==> src/i2ctbe_pkg.sv <==
// Shared constants and beat types for the I2C target bit engine.
package i2ctbe_pkg;

	localparam int unsigned RX_DEPTH_DEF = 256;
	localparam int unsigned TX_DEPTH_DEF = 256;

	localparam int unsigned PHASE_W = 3;
	localparam int unsigned BCNT_W  = 4;
	localparam int unsigned ADDR_W  = 7;
	localparam int unsigned BYTE_W  = 8;
	localparam int unsigned IDX_W   = 8;

	localparam logic [PHASE_W-1:0] PH_IDLE     = 3'd0;
	localparam logic [PHASE_W-1:0] PH_ADDR     = 3'd1;
	localparam logic [PHASE_W-1:0] PH_ADDR_ACK = 3'd2;
	localparam logic [PHASE_W-1:0] PH_RX_DATA  = 3'd3;
	localparam logic [PHASE_W-1:0] PH_RX_ACK   = 3'd4;
	localparam logic [PHASE_W-1:0] PH_TX_DATA  = 3'd5;
	localparam logic [PHASE_W-1:0] PH_WAIT_ACK = 3'd6;

	localparam logic MODE_SCL = 1'b0;
	localparam logic MODE_SDA = 1'b1;

	localparam logic [BCNT_W-1:0] BITS_PER_BYTE = 4'd8;

	typedef struct packed {
		logic              mode;
		logic              scl;
		logic              sda;
		logic [BYTE_W-1:0] tx_byte;
	} evt_beat_t;

	typedef struct packed {
		logic               sda_drive;
		logic               sda_level;
		logic               rx_valid;
		logic [BYTE_W-1:0]  rx_byte;
		logic [IDX_W-1:0]   rx_index;
		logic               rx_overflow;
		logic [IDX_W-1:0]   tx_index;
		logic [PHASE_W-1:0] bus_state;
	} res_beat_t;

endpackage

==> src/i2ctbe_if.sv <==
// Valid/ready channel interfaces for line-edge beats and result beats.
interface i2ctbe_evt_if;
	import i2ctbe_pkg::*;

	logic              valid;
	logic              ready;
	logic              mode;
	logic              scl;
	logic              sda;
	logic [BYTE_W-1:0] tx_byte;

	modport source (output valid, output mode, output scl, output sda, output tx_byte,
		input ready);
	modport sink (input valid, input mode, input scl, input sda, input tx_byte,
		output ready);
endinterface

interface i2ctbe_res_if;
	import i2ctbe_pkg::*;

	logic               valid;
	logic               ready;
	logic               sda_drive;
	logic               sda_level;
	logic               rx_valid;
	logic [BYTE_W-1:0]  rx_byte;
	logic [IDX_W-1:0]   rx_index;
	logic               rx_overflow;
	logic [IDX_W-1:0]   tx_index;
	logic [PHASE_W-1:0] bus_state;

	modport source (output valid, output sda_drive, output sda_level, output rx_valid,
		output rx_byte, output rx_index, output rx_overflow, output tx_index,
		output bus_state, input ready);
	modport sink (input valid, input sda_drive, input sda_level, input rx_valid,
		input rx_byte, input rx_index, input rx_overflow, input tx_index,
		input bus_state, output ready);
endinterface

==> src/i2ctbe_core.sv <==
// Bus state registers and single-pass next-state logic for one line-edge beat.
module i2ctbe_core #(
	parameter int unsigned RX_DEPTH = i2ctbe_pkg::RX_DEPTH_DEF,
	parameter int unsigned TX_DEPTH = i2ctbe_pkg::TX_DEPTH_DEF
) (
	input  logic                                 clk,
	input  logic                                 arst_n,
	input  logic                                 cfg_wen,
	input  logic [i2ctbe_pkg::ADDR_W-1:0]        cfg_wdata,
	input  logic                                 fire,
	input  i2ctbe_pkg::evt_beat_t                evt,
	output i2ctbe_pkg::res_beat_t                res
);
	import i2ctbe_pkg::*;

	localparam int unsigned RXC_W = $clog2(RX_DEPTH + 1);
	localparam int unsigned TXP_W = (TX_DEPTH > 1) ? $clog2(TX_DEPTH) : 1;
	localparam logic [RXC_W-1:0] RXC_FULL = RXC_W'(RX_DEPTH);
	localparam logic [TXP_W-1:0] TXP_LAST = TXP_W'(TX_DEPTH - 1);

	logic [ADDR_W-1:0]  own_address_q;
	logic [PHASE_W-1:0] phase_q, phase_d;
	logic [BCNT_W-1:0]  bcnt_q, bcnt_d;
	logic [BYTE_W-1:0]  rx_shift_q, rx_shift_d;
	logic               rd_req_q, rd_req_d;
	logic [RXC_W-1:0]   rx_count_q, rx_count_d;
	logic [TXP_W-1:0]   tx_ptr_q, tx_ptr_d;
	logic [BYTE_W-1:0]  tx_shift_q, tx_shift_d;
	logic               sda_oe_q, sda_oe_d;
	logic               sda_val_q, sda_val_d;
	logic               rx_valid, rx_over;
	logic [BYTE_W-1:0]  rx_byte;
	logic [IDX_W-1:0]   rx_index;

	always_comb begin
		phase_d    = phase_q;
		bcnt_d     = bcnt_q;
		rx_shift_d = rx_shift_q;
		rd_req_d   = rd_req_q;
		rx_count_d = rx_count_q;
		tx_ptr_d   = tx_ptr_q;
		tx_shift_d = tx_shift_q;
		sda_oe_d   = sda_oe_q;
		sda_val_d  = sda_val_q;
		rx_valid   = 1'b0;
		rx_over    = 1'b0;
		rx_byte    = '0;
		rx_index   = '0;
		if (evt.mode == MODE_SDA) begin
			if (evt.scl) begin
				if (!evt.sda) begin
					if (phase_q == PH_IDLE || phase_q == PH_RX_DATA) begin
						if (phase_q == PH_IDLE) begin
							rx_count_d = '0;
						end
						bcnt_d     = '0;
						rx_shift_d = '0;
						phase_d    = PH_ADDR;
					end
				end else begin
					phase_d  = PH_IDLE;
					sda_oe_d = 1'b0;
				end
			end
		end else if (evt.scl) begin
			if (phase_q == PH_ADDR || phase_q == PH_RX_DATA) begin
				if (bcnt_q < BITS_PER_BYTE) begin
					rx_shift_d = {rx_shift_q[BYTE_W-2:0], evt.sda};
					bcnt_d     = bcnt_q + 1'b1;
				end
			end else if (phase_q == PH_WAIT_ACK) begin
				phase_d = evt.sda ? PH_IDLE : PH_TX_DATA;
			end
		end else begin
			unique case (phase_q)
				PH_TX_DATA: begin
					if (bcnt_q < BITS_PER_BYTE) begin
						if (bcnt_q == '0) begin
							tx_shift_d = evt.tx_byte;
						end
						sda_oe_d  = 1'b1;
						sda_val_d = tx_shift_d[~bcnt_q[2:0]];
						bcnt_d    = bcnt_q + 1'b1;
					end else begin
						sda_oe_d = 1'b0;
						bcnt_d   = '0;
						tx_ptr_d = (tx_ptr_q == TXP_LAST) ? '0 : tx_ptr_q + 1'b1;
						phase_d  = PH_WAIT_ACK;
					end
				end
				PH_ADDR: begin
					if (bcnt_q >= BITS_PER_BYTE) begin
						if (rx_shift_q[BYTE_W-1:1] == own_address_q) begin
							sda_oe_d  = 1'b1;
							sda_val_d = 1'b0;
							rd_req_d  = rx_shift_q[0];
							phase_d   = PH_ADDR_ACK;
						end else begin
							phase_d = PH_IDLE;
						end
						bcnt_d     = '0;
						rx_shift_d = '0;
					end
				end
				PH_RX_DATA: begin
					if (bcnt_q >= BITS_PER_BYTE) begin
						sda_oe_d  = 1'b1;
						sda_val_d = 1'b0;
						rx_valid  = 1'b1;
						rx_byte   = rx_shift_q;
						if (rx_count_q >= RXC_FULL) begin
							rx_over = 1'b1;
						end else begin
							rx_index   = IDX_W'(rx_count_q);
							rx_count_d = rx_count_q + 1'b1;
						end
						bcnt_d     = '0;
						rx_shift_d = '0;
						phase_d    = PH_RX_ACK;
					end
				end
				PH_ADDR_ACK: begin
					if (rd_req_q) begin
						tx_ptr_d   = '0;
						tx_shift_d = evt.tx_byte;
						sda_oe_d   = 1'b1;
						sda_val_d  = evt.tx_byte[BYTE_W-1];
						bcnt_d     = 4'd1;
						phase_d    = PH_TX_DATA;
					end else begin
						sda_oe_d = 1'b0;
						phase_d  = PH_RX_DATA;
					end
				end
				PH_RX_ACK: begin
					sda_oe_d = 1'b0;
					phase_d  = PH_RX_DATA;
				end
				default: begin
				end
			endcase
		end
	end

	always_comb begin
		res.sda_drive   = sda_oe_d;
		res.sda_level   = sda_val_d;
		res.rx_valid    = rx_valid;
		res.rx_byte     = rx_byte;
		res.rx_index    = rx_index;
		res.rx_overflow = rx_over;
		res.tx_index    = IDX_W'(tx_ptr_d);
		res.bus_state   = phase_d;
	end

	always_ff @(posedge clk or negedge arst_n) begin
		if (!arst_n) begin
			own_address_q <= '0;
		end else if (cfg_wen) begin
			own_address_q <= cfg_wdata;
		end
	end

	always_ff @(posedge clk or negedge arst_n) begin
		if (!arst_n) begin
			phase_q    <= PH_IDLE;
			bcnt_q     <= '0;
			rx_shift_q <= '0;
			rd_req_q   <= 1'b0;
			rx_count_q <= '0;
			tx_ptr_q   <= '0;
			tx_shift_q <= '0;
			sda_oe_q   <= 1'b0;
			sda_val_q  <= 1'b0;
		end else if (fire) begin
			phase_q    <= phase_d;
			bcnt_q     <= bcnt_d;
			rx_shift_q <= rx_shift_d;
			rd_req_q   <= rd_req_d;
			rx_count_q <= rx_count_d;
			tx_ptr_q   <= tx_ptr_d;
			tx_shift_q <= tx_shift_d;
			sda_oe_q   <= sda_oe_d;
			sda_val_q  <= sda_val_d;
		end
	end

`ifndef ASSERT_OFF
	a_bcnt_range: assert property (@(posedge clk) disable iff (!arst_n)
		bcnt_q <= BITS_PER_BYTE)
		else $error("bit count beyond a byte");
	a_rx_count_cap: assert property (@(posedge clk) disable iff (!arst_n)
		rx_count_q <= RXC_FULL)
		else $error("receive count beyond depth");
	a_phase_code: assert property (@(posedge clk) disable iff (!arst_n)
		phase_q <= PH_WAIT_ACK)
		else $error("bus phase outside the known codes");
`endif
endmodule

==> src/i2ctbe_outbuf.sv <==
// Result register with skid stage between the engine and the result channel.
module i2ctbe_outbuf (
	input  logic                  clk,
	input  logic                  arst_n,
	input  logic                  push,
	input  i2ctbe_pkg::res_beat_t din,
	output logic                  in_ready,
	i2ctbe_res_if.source          res
);
	import i2ctbe_pkg::*;

	res_beat_t out_q, skid_q;
	logic      out_valid_q, skid_valid_q;
	logic      pop;

	assign pop      = out_valid_q && res.ready;
	assign in_ready = !skid_valid_q;

	always_ff @(posedge clk or negedge arst_n) begin
		if (!arst_n) begin
			out_valid_q  <= 1'b0;
			skid_valid_q <= 1'b0;
		end else if (skid_valid_q) begin
			if (pop) begin
				skid_valid_q <= 1'b0;
			end
		end else if (push) begin
			if (out_valid_q && !pop) begin
				skid_valid_q <= 1'b1;
			end
			out_valid_q <= 1'b1;
		end else if (pop) begin
			out_valid_q <= 1'b0;
		end
	end

	always_ff @(posedge clk) begin
		if (skid_valid_q) begin
			if (pop) begin
				out_q <= skid_q;
			end
		end else if (push) begin
			if (out_valid_q && !pop) begin
				skid_q <= din;
			end else begin
				out_q <= din;
			end
		end
	end

	assign res.valid       = out_valid_q;
	assign res.sda_drive   = out_q.sda_drive;
	assign res.sda_level   = out_q.sda_level;
	assign res.rx_valid    = out_q.rx_valid;
	assign res.rx_byte     = out_q.rx_byte;
	assign res.rx_index    = out_q.rx_index;
	assign res.rx_overflow = out_q.rx_overflow;
	assign res.tx_index    = out_q.tx_index;
	assign res.bus_state   = out_q.bus_state;

`ifndef ASSERT_OFF
	a_skid_behind_out: assert property (@(posedge clk) disable iff (!arst_n)
		skid_valid_q |-> out_valid_q)
		else $error("skid holds a beat with the output stage empty");
	a_skid_drains: assert property (@(posedge clk) disable iff (!arst_n)
		(skid_valid_q && pop) |=> (out_valid_q && !skid_valid_q))
		else $error("skid beat lost on drain");
	a_stall_fills_skid: assert property (@(posedge clk) disable iff (!arst_n)
		(push && in_ready && out_valid_q && !pop) |=> skid_valid_q)
		else $error("beat accepted under stall not held");
`endif
endmodule

==> src/i2c_target_bit_engine.sv <==
// Each accepted line-edge beat's result is registered in the output or skid stage.
// Throughput: one line-edge beat per cycle while the skid is empty; state updates in
// a single registered pass; the two-deep buffer keeps input ready as a stall begins.
// Reset: arst_n clears bus state, counters, SDA drive and own_address to zero.
// Reset leaves the result channel empty; no clearing pass is needed.
module i2c_target_bit_engine #(
	parameter int unsigned RX_DEPTH = i2ctbe_pkg::RX_DEPTH_DEF,
	parameter int unsigned TX_DEPTH = i2ctbe_pkg::TX_DEPTH_DEF
) (
	input  logic                          clk,
	input  logic                          arst_n,
	input  logic                          cfg_wen,
	input  logic [i2ctbe_pkg::ADDR_W-1:0] cfg_wdata,
	i2ctbe_evt_if.sink                    evt,
	i2ctbe_res_if.source                  res
);
	import i2ctbe_pkg::*;

	evt_beat_t evt_beat;
	res_beat_t res_beat;
	logic      fire;
	logic      buf_ready;

	assign evt_beat  = '{mode: evt.mode, scl: evt.scl, sda: evt.sda, tx_byte: evt.tx_byte};
	assign evt.ready = buf_ready;
	assign fire      = evt.valid && buf_ready;

	i2ctbe_core #(
		.RX_DEPTH (RX_DEPTH),
		.TX_DEPTH (TX_DEPTH)
	) u_core (
		.clk       (clk),
		.arst_n    (arst_n),
		.cfg_wen   (cfg_wen),
		.cfg_wdata (cfg_wdata),
		.fire      (fire),
		.evt       (evt_beat),
		.res       (res_beat)
	);

	i2ctbe_outbuf u_outbuf (
		.clk      (clk),
		.arst_n   (arst_n),
		.push     (fire),
		.din      (res_beat),
		.in_ready (buf_ready),
		.res      (res)
	);
endmodule
==> src/flat_wrapper.sv <==
// flat-port wrapper written by rule: the top's interface ports become plain ports
module i2c_target_bit_engine_flat import i2ctbe_pkg::*;
#(
	parameter int unsigned RX_DEPTH = i2ctbe_pkg::RX_DEPTH_DEF,
	parameter int unsigned TX_DEPTH = i2ctbe_pkg::TX_DEPTH_DEF
)
  (clk, arst_n, cfg_wen, cfg_wdata, evt_valid, evt_mode, evt_scl, evt_sda, evt_tx_byte, evt_ready, res_valid, res_sda_drive, res_sda_level, res_rx_valid, res_rx_byte, res_rx_index, res_rx_overflow, res_tx_index, res_bus_state, res_ready);
  i2ctbe_evt_if evt_i ();
  i2ctbe_res_if res_i ();
  input  logic clk;
  input  logic arst_n;
  input  logic cfg_wen;
  input  logic [i2ctbe_pkg::ADDR_W-1:0] cfg_wdata;
  input wire logic [$bits(evt_i.valid)-1:0] evt_valid;
  input wire logic [$bits(evt_i.mode)-1:0] evt_mode;
  input wire logic [$bits(evt_i.scl)-1:0] evt_scl;
  input wire logic [$bits(evt_i.sda)-1:0] evt_sda;
  input wire logic [$bits(evt_i.tx_byte)-1:0] evt_tx_byte;
  output wire logic [$bits(evt_i.ready)-1:0] evt_ready;
  output wire logic [$bits(res_i.valid)-1:0] res_valid;
  output wire logic [$bits(res_i.sda_drive)-1:0] res_sda_drive;
  output wire logic [$bits(res_i.sda_level)-1:0] res_sda_level;
  output wire logic [$bits(res_i.rx_valid)-1:0] res_rx_valid;
  output wire logic [$bits(res_i.rx_byte)-1:0] res_rx_byte;
  output wire logic [$bits(res_i.rx_index)-1:0] res_rx_index;
  output wire logic [$bits(res_i.rx_overflow)-1:0] res_rx_overflow;
  output wire logic [$bits(res_i.tx_index)-1:0] res_tx_index;
  output wire logic [$bits(res_i.bus_state)-1:0] res_bus_state;
  input wire logic [$bits(res_i.ready)-1:0] res_ready;
  assign evt_i.valid = evt_valid;
  assign evt_i.mode = evt_mode;
  assign evt_i.scl = evt_scl;
  assign evt_i.sda = evt_sda;
  assign evt_i.tx_byte = evt_tx_byte;
  assign evt_ready = evt_i.ready;
  assign res_valid = res_i.valid;
  assign res_sda_drive = res_i.sda_drive;
  assign res_sda_level = res_i.sda_level;
  assign res_rx_valid = res_i.rx_valid;
  assign res_rx_byte = res_i.rx_byte;
  assign res_rx_index = res_i.rx_index;
  assign res_rx_overflow = res_i.rx_overflow;
  assign res_tx_index = res_i.tx_index;
  assign res_bus_state = res_i.bus_state;
  assign res_i.ready = res_ready;
  i2c_target_bit_engine #(.RX_DEPTH(RX_DEPTH), .TX_DEPTH(TX_DEPTH)) u_core (.clk(clk), .arst_n(arst_n), .cfg_wen(cfg_wen), .cfg_wdata(cfg_wdata), .evt(evt_i), .res(res_i));
endmodule
==> config.mk <==
export PLATFORM = sky130hd
export DESIGN_NAME = i2c_target_bit_engine_flat
export DESIGN_NICKNAME = d
export VERILOG_FILES = /design/src/i2ctbe_pkg.sv /design/src/i2ctbe_if.sv /design/src/i2ctbe_core.sv /design/src/i2ctbe_outbuf.sv /design/src/i2c_target_bit_engine.sv /design/src/flat_wrapper.sv
export SDC_FILE = /design/constraint.sdc
export NUM_CORES = 1
export LEC_CHECK = 0
export BUFFER_PORTS_ARGS = -buffer_cell sky130_fd_sc_hd__buf_2
export CELL_PAD_IN_SITES_DETAIL_PLACEMENT = 0
export CELL_PAD_IN_SITES_GLOBAL_PLACEMENT = 1
export CORE_MARGIN = 3
export CORE_UTILIZATION = 30
export DETAILED_ROUTE_END_ITERATION = 12
export PLACE_DENSITY = 0.57
export SYNTH_ARGS = -nofsm -noshare
export SYNTH_HDL_FRONTEND = slang
export SYNTH_SLANG_ARGS = --single-unit
==> constraint.sdc <==
create_clock -name clk -period 4.6 [get_ports clk]
set_input_delay 1.38 -clock clk [delete_from_list [all_inputs] [get_ports clk]]
set_output_delay 1.38 -clock clk [all_outputs]
set_load 0.05 [all_outputs]
Word level (Yosys, flattened, before mapping)
Index checks and enable logic that the tools add are counted.
W data, S select, Z words.
{"block": "word_totals", "register_bits": 114, "latchBits": 0, "ramBits": 0, "romBits": 0, "in_bits": 23, "out_inout_bits": 33, "wordCells": 194, "memories": 0}
{"block": "op_classes", "add_sub_neg": 3, "n_mul": 0, "div_mod_pow": 0, "n_lt_le_gt_ge": 4, "eq_ne": 24, "shift": 0, "n_mux": 105, "bitwise": 4, "reduce_logical": 26}
{"op": "$mux W8", "n": 30}
{"op": "$mux W31", "n": 4}
{"op": "$mux W9", "n": 9}
{"op": "$mux W4", "n": 10}
{"op": "$mux W3", "n": 12}
{"op": "$mux W1", "n": 32}
{"op": "$pmux W8 S2", "n": 2}
{"op": "$reduce_and A9 Y1", "n": 2}
{"op": "$pmux W3 S5", "n": 1}
{"op": "$ne A2 B2 Y1 const B", "n": 7}
{"op": "$reduce_bool A2 Y1", "n": 7}
{"op": "$pmux W4 S3", "n": 1}
{"op": "$reduce_and A6 Y1", "n": 2}
{"op": "$ne A2 B1 Y1 const B", "n": 5}
{"op": "$add A9 B1 Y9 const B", "n": 1}
{"op": "$eq A3 B3 Y1 const B", "n": 3}
{"op": "$ge A9 B9 Y1 const B", "n": 1}
{"op": "$add A8 B1 Y8 const B", "n": 1}
{"op": "$eq A8 B8 Y1 const B", "n": 1}
{"op": "$reduce_and A8 Y1", "n": 1}
{"op": "$eq A7 B7 Y1", "n": 1}
{"op": "$eq A3 B2 Y1 const B", "n": 2}
{"op": "$ne A3 B2 Y1 const B", "n": 2}
{"op": "$reduce_and A3 Y1", "n": 2}
{"op": "other kinds (21)", "n": 27}

Logic depth before layout (Yosys ltp)
{"block": "logic_depth", "depth_word": 15, "mapped_depth": 8, "depth_no_buf": 7}

Cells and area by module
Synthesis repeated with hierarchy kept, for this count alone.
{"block": "hier_totals", "hier_cells": 497, "hier_area_um2": 5948.2}
{"module": "i2ctbe_core", "instances": 1, "cells_each": 388, "area_per_inst_um2": 3462.1, "seq_area_each_um2": 1251.2}
{"module": "i2ctbe_outbuf", "instances": 1, "cells_each": 108, "area_per_inst_um2": 2479.9, "seq_area_each_um2": 1911.8}
{"module": "i2c_target_bit_engine", "instances": 1, "cells_each": 1, "area_per_inst_um2": 6.3, "seq_area_each_um2": 0.0}

Least setup slack after synthesis
OpenSTA, ideal clock, no wires.
{"block": "synth_path", "kind": "input to register", "startpoint": "input port evt_valid", "endpoint": "register u_core.u_outbuf.out_q, in the netlist u_core.u_outbuf.res.bus_state[0], enable pin", "setup_ns": 0.430, "arrival_time_ns": 3.292, "t_required_ns": 4.170, "slack_ns": 0.879, "stages": 3, "n_path_buf": 1, "path_cell_list": "nand2b_1 > clkbuf_1 > a21oi_1"}
{"block": "synth_between", "elab_chain_cells": 3}
{"item": "from (decl)", "line": "flat_wrapper.sv:14", "text": "input wire logic [$bits(evt_i.valid)-1:0] evt_valid;"}
{"item": "$logic_and A1 B1 Y1", "line": "i2c_target_bit_engine.sv:26", "text": "assign fire = evt.valid && buf_ready;"}
{"item": "$reduce_bool A2 Y1 (no source line)"}
{"item": "$reduce_and A3 Y1 (no source line)"}
{"item": "to (signal assigned)", "line": "i2ctbe_outbuf.sv:40", "text": "out_q <= skid_q;"}
{"item": "to (signal assigned)", "line": "i2ctbe_outbuf.sv:46", "text": "out_q <= din;"}
{"item": "to (decl)", "line": "i2ctbe_outbuf.sv:12", "text": "res_beat_t out_q, skid_q;"}
No other way between the ends.
A chain may end at the register's enable or synchronous reset.

Worst setup path in the final report
{"block": "layout_path", "startpoint": "register u_core.u_outbuf.skid_valid_q", "endpoint": "output port evt_ready"}
{"block": "layout_between", "elab_chain_cells": 1}
{"item": "from (decl)", "line": "i2ctbe_outbuf.sv:13", "text": "logic out_valid_q, skid_valid_q;"}
{"item": "from (signal assigned)", "line": "i2ctbe_outbuf.sv:22", "text": "skid_valid_q <= 1'b0;"}
{"item": "from (signal assigned)", "line": "i2ctbe_outbuf.sv:25", "text": "skid_valid_q <= 1'b0;"}
{"item": "from (signal assigned)", "line": "i2ctbe_outbuf.sv:29", "text": "skid_valid_q <= 1'b1;"}
{"item": "$logic_not A1 Y1", "line": "i2ctbe_outbuf.sv:17", "text": "assign in_ready = !skid_valid_q;"}
{"item": "to (decl)", "line": "flat_wrapper.sv:19", "text": "output wire logic [$bits(evt_i.ready)-1:0] evt_ready;"}
No other way between the ends.

==> results.ini <==
[worst_setup_path]
crit_arrival_ns = 1.77
timing.rr.start = u_core.u_core.bcnt_q[3]
cp_num_buf_inv = 3
reg2reg_depth = 5
cp_max_fo = 32
critical_path_class = register to output pin
critPathSlowestCell = dfrtp_1
worstSetupEndpointType = output pin
crit_path_start_kind = register
timing.critical_path.depth = 3
endpoint = evt_ready
crit_required_ns = 3.22
worstReg2RegEnd = u_core.u_outbuf.res.sda_level
path_cells = inv_1 -> buf_4 -> buf_2
r2r_slack_ns = 2.11
cp-startpoint = u_core.u_outbuf.skid_valid_q
slowest_delay_ns = 0.49
crit_family = buffers and inverters

[timing]
setup_violations = 0
fin_crit_sh_pct = 68.4
finalSetupTns_ns = 0
period_needed_ns = 3.15
rsz0062_at_grt = false
maxSlewHeadroom_pct = 24.7
worst_slew_pin_slew_ns = 1.13
hold_viol = 0
fmax_ghz = 0.318
drv_slew = 0
fin_skew_ns = 0.0107

[clock_tree]
ctsHtreeMaxLevel = 4
clkLatencyLatePin_ns = 0.42
root_buffer = clkbuf_16
cts_tree = done
cts_setup_buffers = 0
cts_buffer_depth = 2
clock-sinks = 114
numCtsBuffers = 17
clkTransAtPathRegs_ns = 0.05
cts-hold-fix-buffers = 0
cts-resized-gates = 0

[logic_synthesis]
synth_mux_area_share_pct = 11.7
synth_top_family_by_area = simple AND/OR/NAND/NOR gates
async_flop_share_pct = 45.6
synth_adder_area_share_pct = 1.33
syn_avg_cell_area_um2 = 11.9
synth_compound_area_share_pct = 12.1
synthSimpleGateAreaFrac_pct = 14.0
synthFlopType = edfxtp_1
synthCells = 476
ys.warnings.count = 0
synth-seq-area-share_pct = 55.9
yosys.cell_types.count = 61
synth_nets = 505
synth_edf_count = 62
syn_area_mm2 = 0.00566
synth_xor_area_share_pct = 1.55
ys_ff_latch = 114

[pwr]
swShare_pct = 37.7
power_density_mw_per_mm2 = 609
power_frac_comb_pct = 31.3
switchingPower_uw = 1530
p_leak_uw = 0.00264
seq_power_share_pct = 38.1
clockPowerShare_pct = 30.6
vdd_ir_drop_max_uv = 282
p_int_uw = 2540

[placement]
place.gp.congestion = 0.827
dp_hpwl_um = 9080
port_buffers = 55

[floorplan]
core_area_mm2 = 0.0183
die_height_um = 143
start_util_pct = 31.0
ios = 56
die_area_mm2 = 0.0205
die_w_um = 143
num_rows = 49

[routing]
drt_iter0_drc = 262
drc = 0
wirelength_um = 13300
via_per_inst = 5.09
vias = 3921
drtAntennaViolNets = 0
wl_per_cell_um = 17.3
drtPass1Iterations = 4

[outcome]
outcome = finished, final reports clean

[grt]
grt_pass1_vias = 3946
grt_overflow_total = 0
grt_pass1_wl_um = 21800
antenna_found_initial = 0
grt_use_total_pct = 13.7
grt_max_degree = 33

[final_layout]
nFillCells = 1840
diodes = 0
area_growth_pct = 18.1
fin_nets = 557
layout-drive-gt1-share_pct = 26.6
fin_util_pct = 36.6

[flow_run]
maxCapViolCount = 0

[hold_path]
worstHoldPathType = register to register
min_path_cells = 1

==> worst min-delay path by stage <==
stage	slack (ns)	endpoint	from
5_1_grt	0.52	u_core.u_core.tx_shift_q[5]	u_core.u_core.tx_shift_q[5]
3_3_place_gp	0.49	u_core.u_core.tx_shift_q[4]	u_core.u_core.tx_shift_q[4]
4_1_cts	0.51	u_core.u_core.tx_shift_q[5]	u_core.u_core.tx_shift_q[5]
6_report	0.50	u_core.u_core.tx_shift_q[7]	u_core.u_core.tx_shift_q[7]
2_1_floorplan	0.47	u_core.u_core.sda_oe_q	u_core.u_core.sda_oe_q
3_5_place_dp	0.49	u_core.u_core.tx_shift_q[5]	u_core.u_core.tx_shift_q[5]
==> metal layers <==
metal / vias to the layer above / part of all wire [%] / GRT usage, % / wire length, um
met1: 1900 / 49 / 19.0 / 6590
met4: 0 / 2.2 / 5.45 / 289
met3: 15 / 4.3 / 3.66 / 573
met5: - / 0 / 0 / 0
met2: 100 / 44 / 20.5 / 5900
li1: 1906 / - / - / -
==> cell usage in the layout, fill, tap and decap left out, types with 15 or more instances in the layout <==
master | synthesis | layout
nand3_1 | 15 | 15
and2_1 | 19 | 19
edfxtp_1 | 62 | 62
dfrtp_1 | 52 | 52
o21ai_0 | 32 | 32
nand2_1 | 32 | 32
a21oi_1 | 18 | 17
inv_1 | 15 | 15
nor3_1 | 16 | 16
clkbuf_16 | 0 | 17
buf_2 | 9 | 55
nor2_1 | 19 | 19
mux2_2 | 52 | 52
==> metrics by stage <==
step	setup WS, ns	area (um2)	instances	power [uW]	hold WS [ns]
final	1.45	6680	770	4070	0.504
after global routing	1.32	6680	770	4280	0.516
after CTS	1.42	6680	770	4130	0.508
after detailed placement	1.18	6130	738	2860	0.495
after global placement	1.21	6130	738	2850	0.486
after floorplan	0.879	5660	476	2530	0.472
==> cells by family after synthesis <==
logic type,count (synthesis)
buffers and inverters,41
AOI/OAI and AO/OA,104
DFF,114
and+or+nand+nor,144
xor gates and xnor gates,10
adders and majority gates,6
muxes,57
==> Yosys cell counts, types with 3 or more instances <==
cell	count	share of area, %
nor3_1	16	1.4
nand2b_1	8	0.88
a21oi_1	18	1.6
clkbuf_1	12	0.80
and4_1	4	0.62
nand2_1	32	2.1
xnor2_1	9	1.4
o21a_1	3	0.40
o21ai_1	4	0.35
nand3_1	15	1.3
edfxtp_1	62	33
nor2_1	19	1.3
and2_1	19	2.1
and3_1	5	0.55
inv_1	15	1.0
o211ai_1	4	0.53
ha_1	6	1.3
buf_2	9	0.80
nor2b_1	4	0.44
a32o_1	4	0.71
nand3b_1	3	0.40
buf_6	3	0.60
nor4_1	5	0.55
mux2_2	52	10
a22o_1	9	1.4
o21ai_0	32	2.8
mux2i_1	3	0.53
o31ai_1	7	0.93
nand4_1	4	0.44
dfrtp_1	52	23
==> worst register-to-register path, stage by stage (launching register included) <==
cell	delay (ns)
dfrtp_1	0.84
nand2b_1	0.31
mux4_2	0.54
nor3_1	0.26
o311a_1	0.22
a2bb2oi_1	0.07
==> flip-flops by register name, indices dropped and copies added, names as in the netlist <==
name / cells
u_core.u_core.bcnt_q: 4
u_core.u_core.own_address_q: 7
u_core.u_core.phase_q: 3
u_core.u_core.rd_req_q: 1
u_core.u_core.rx_count_q: 9
u_core.u_core.rx_shift_q: 8
u_core.u_core.sda_oe_q: 1
u_core.u_core.sda_val_q: 1
u_core.u_core.tx_ptr_q: 8
u_core.u_core.tx_shift_q: 8
u_core.u_outbuf.res.bus_state: 3
u_core.u_outbuf.res.rx_byte: 8
u_core.u_outbuf.res.rx_index: 8
u_core.u_outbuf.res.rx_overflow: 1
u_core.u_outbuf.res.rx_valid: 1
u_core.u_outbuf.res.sda_drive: 1
u_core.u_outbuf.res.sda_level: 1
u_core.u_outbuf.res.tx_index: 8
u_core.u_outbuf.res.valid: 1
u_core.u_outbuf.skid_q: 31
u_core.u_outbuf.skid_valid_q: 1
==> layout make-up <==
class	count	area [um2]	share of cell area (%)
Timing Repair Buffer	59	305	4.57
Clock inverter	12	118	1.76
Sequential cell	114	3160	47.3
Multi-Input combinational cell	321	2310	34.7
Clock buffer	20	437	6.54
Inverter	15	56.3	0.843
Tap cell	229	287	4.29
==> power by group through the flow <==
stage / Clock (uW) / Combinational [uW] / Sequential (uW)
after floorplan: 0 / 617 / 1910
after global placement: 0 / 1280 / 1570
after detailed placement: 0 / 1290 / 1570
after CTS: 1280 / 1300 / 1550
after global routing: 1320 / 1380 / 1580
final: 1250 / 1270 / 1550
No activity file was read; power rests on OpenSTA's default activity.
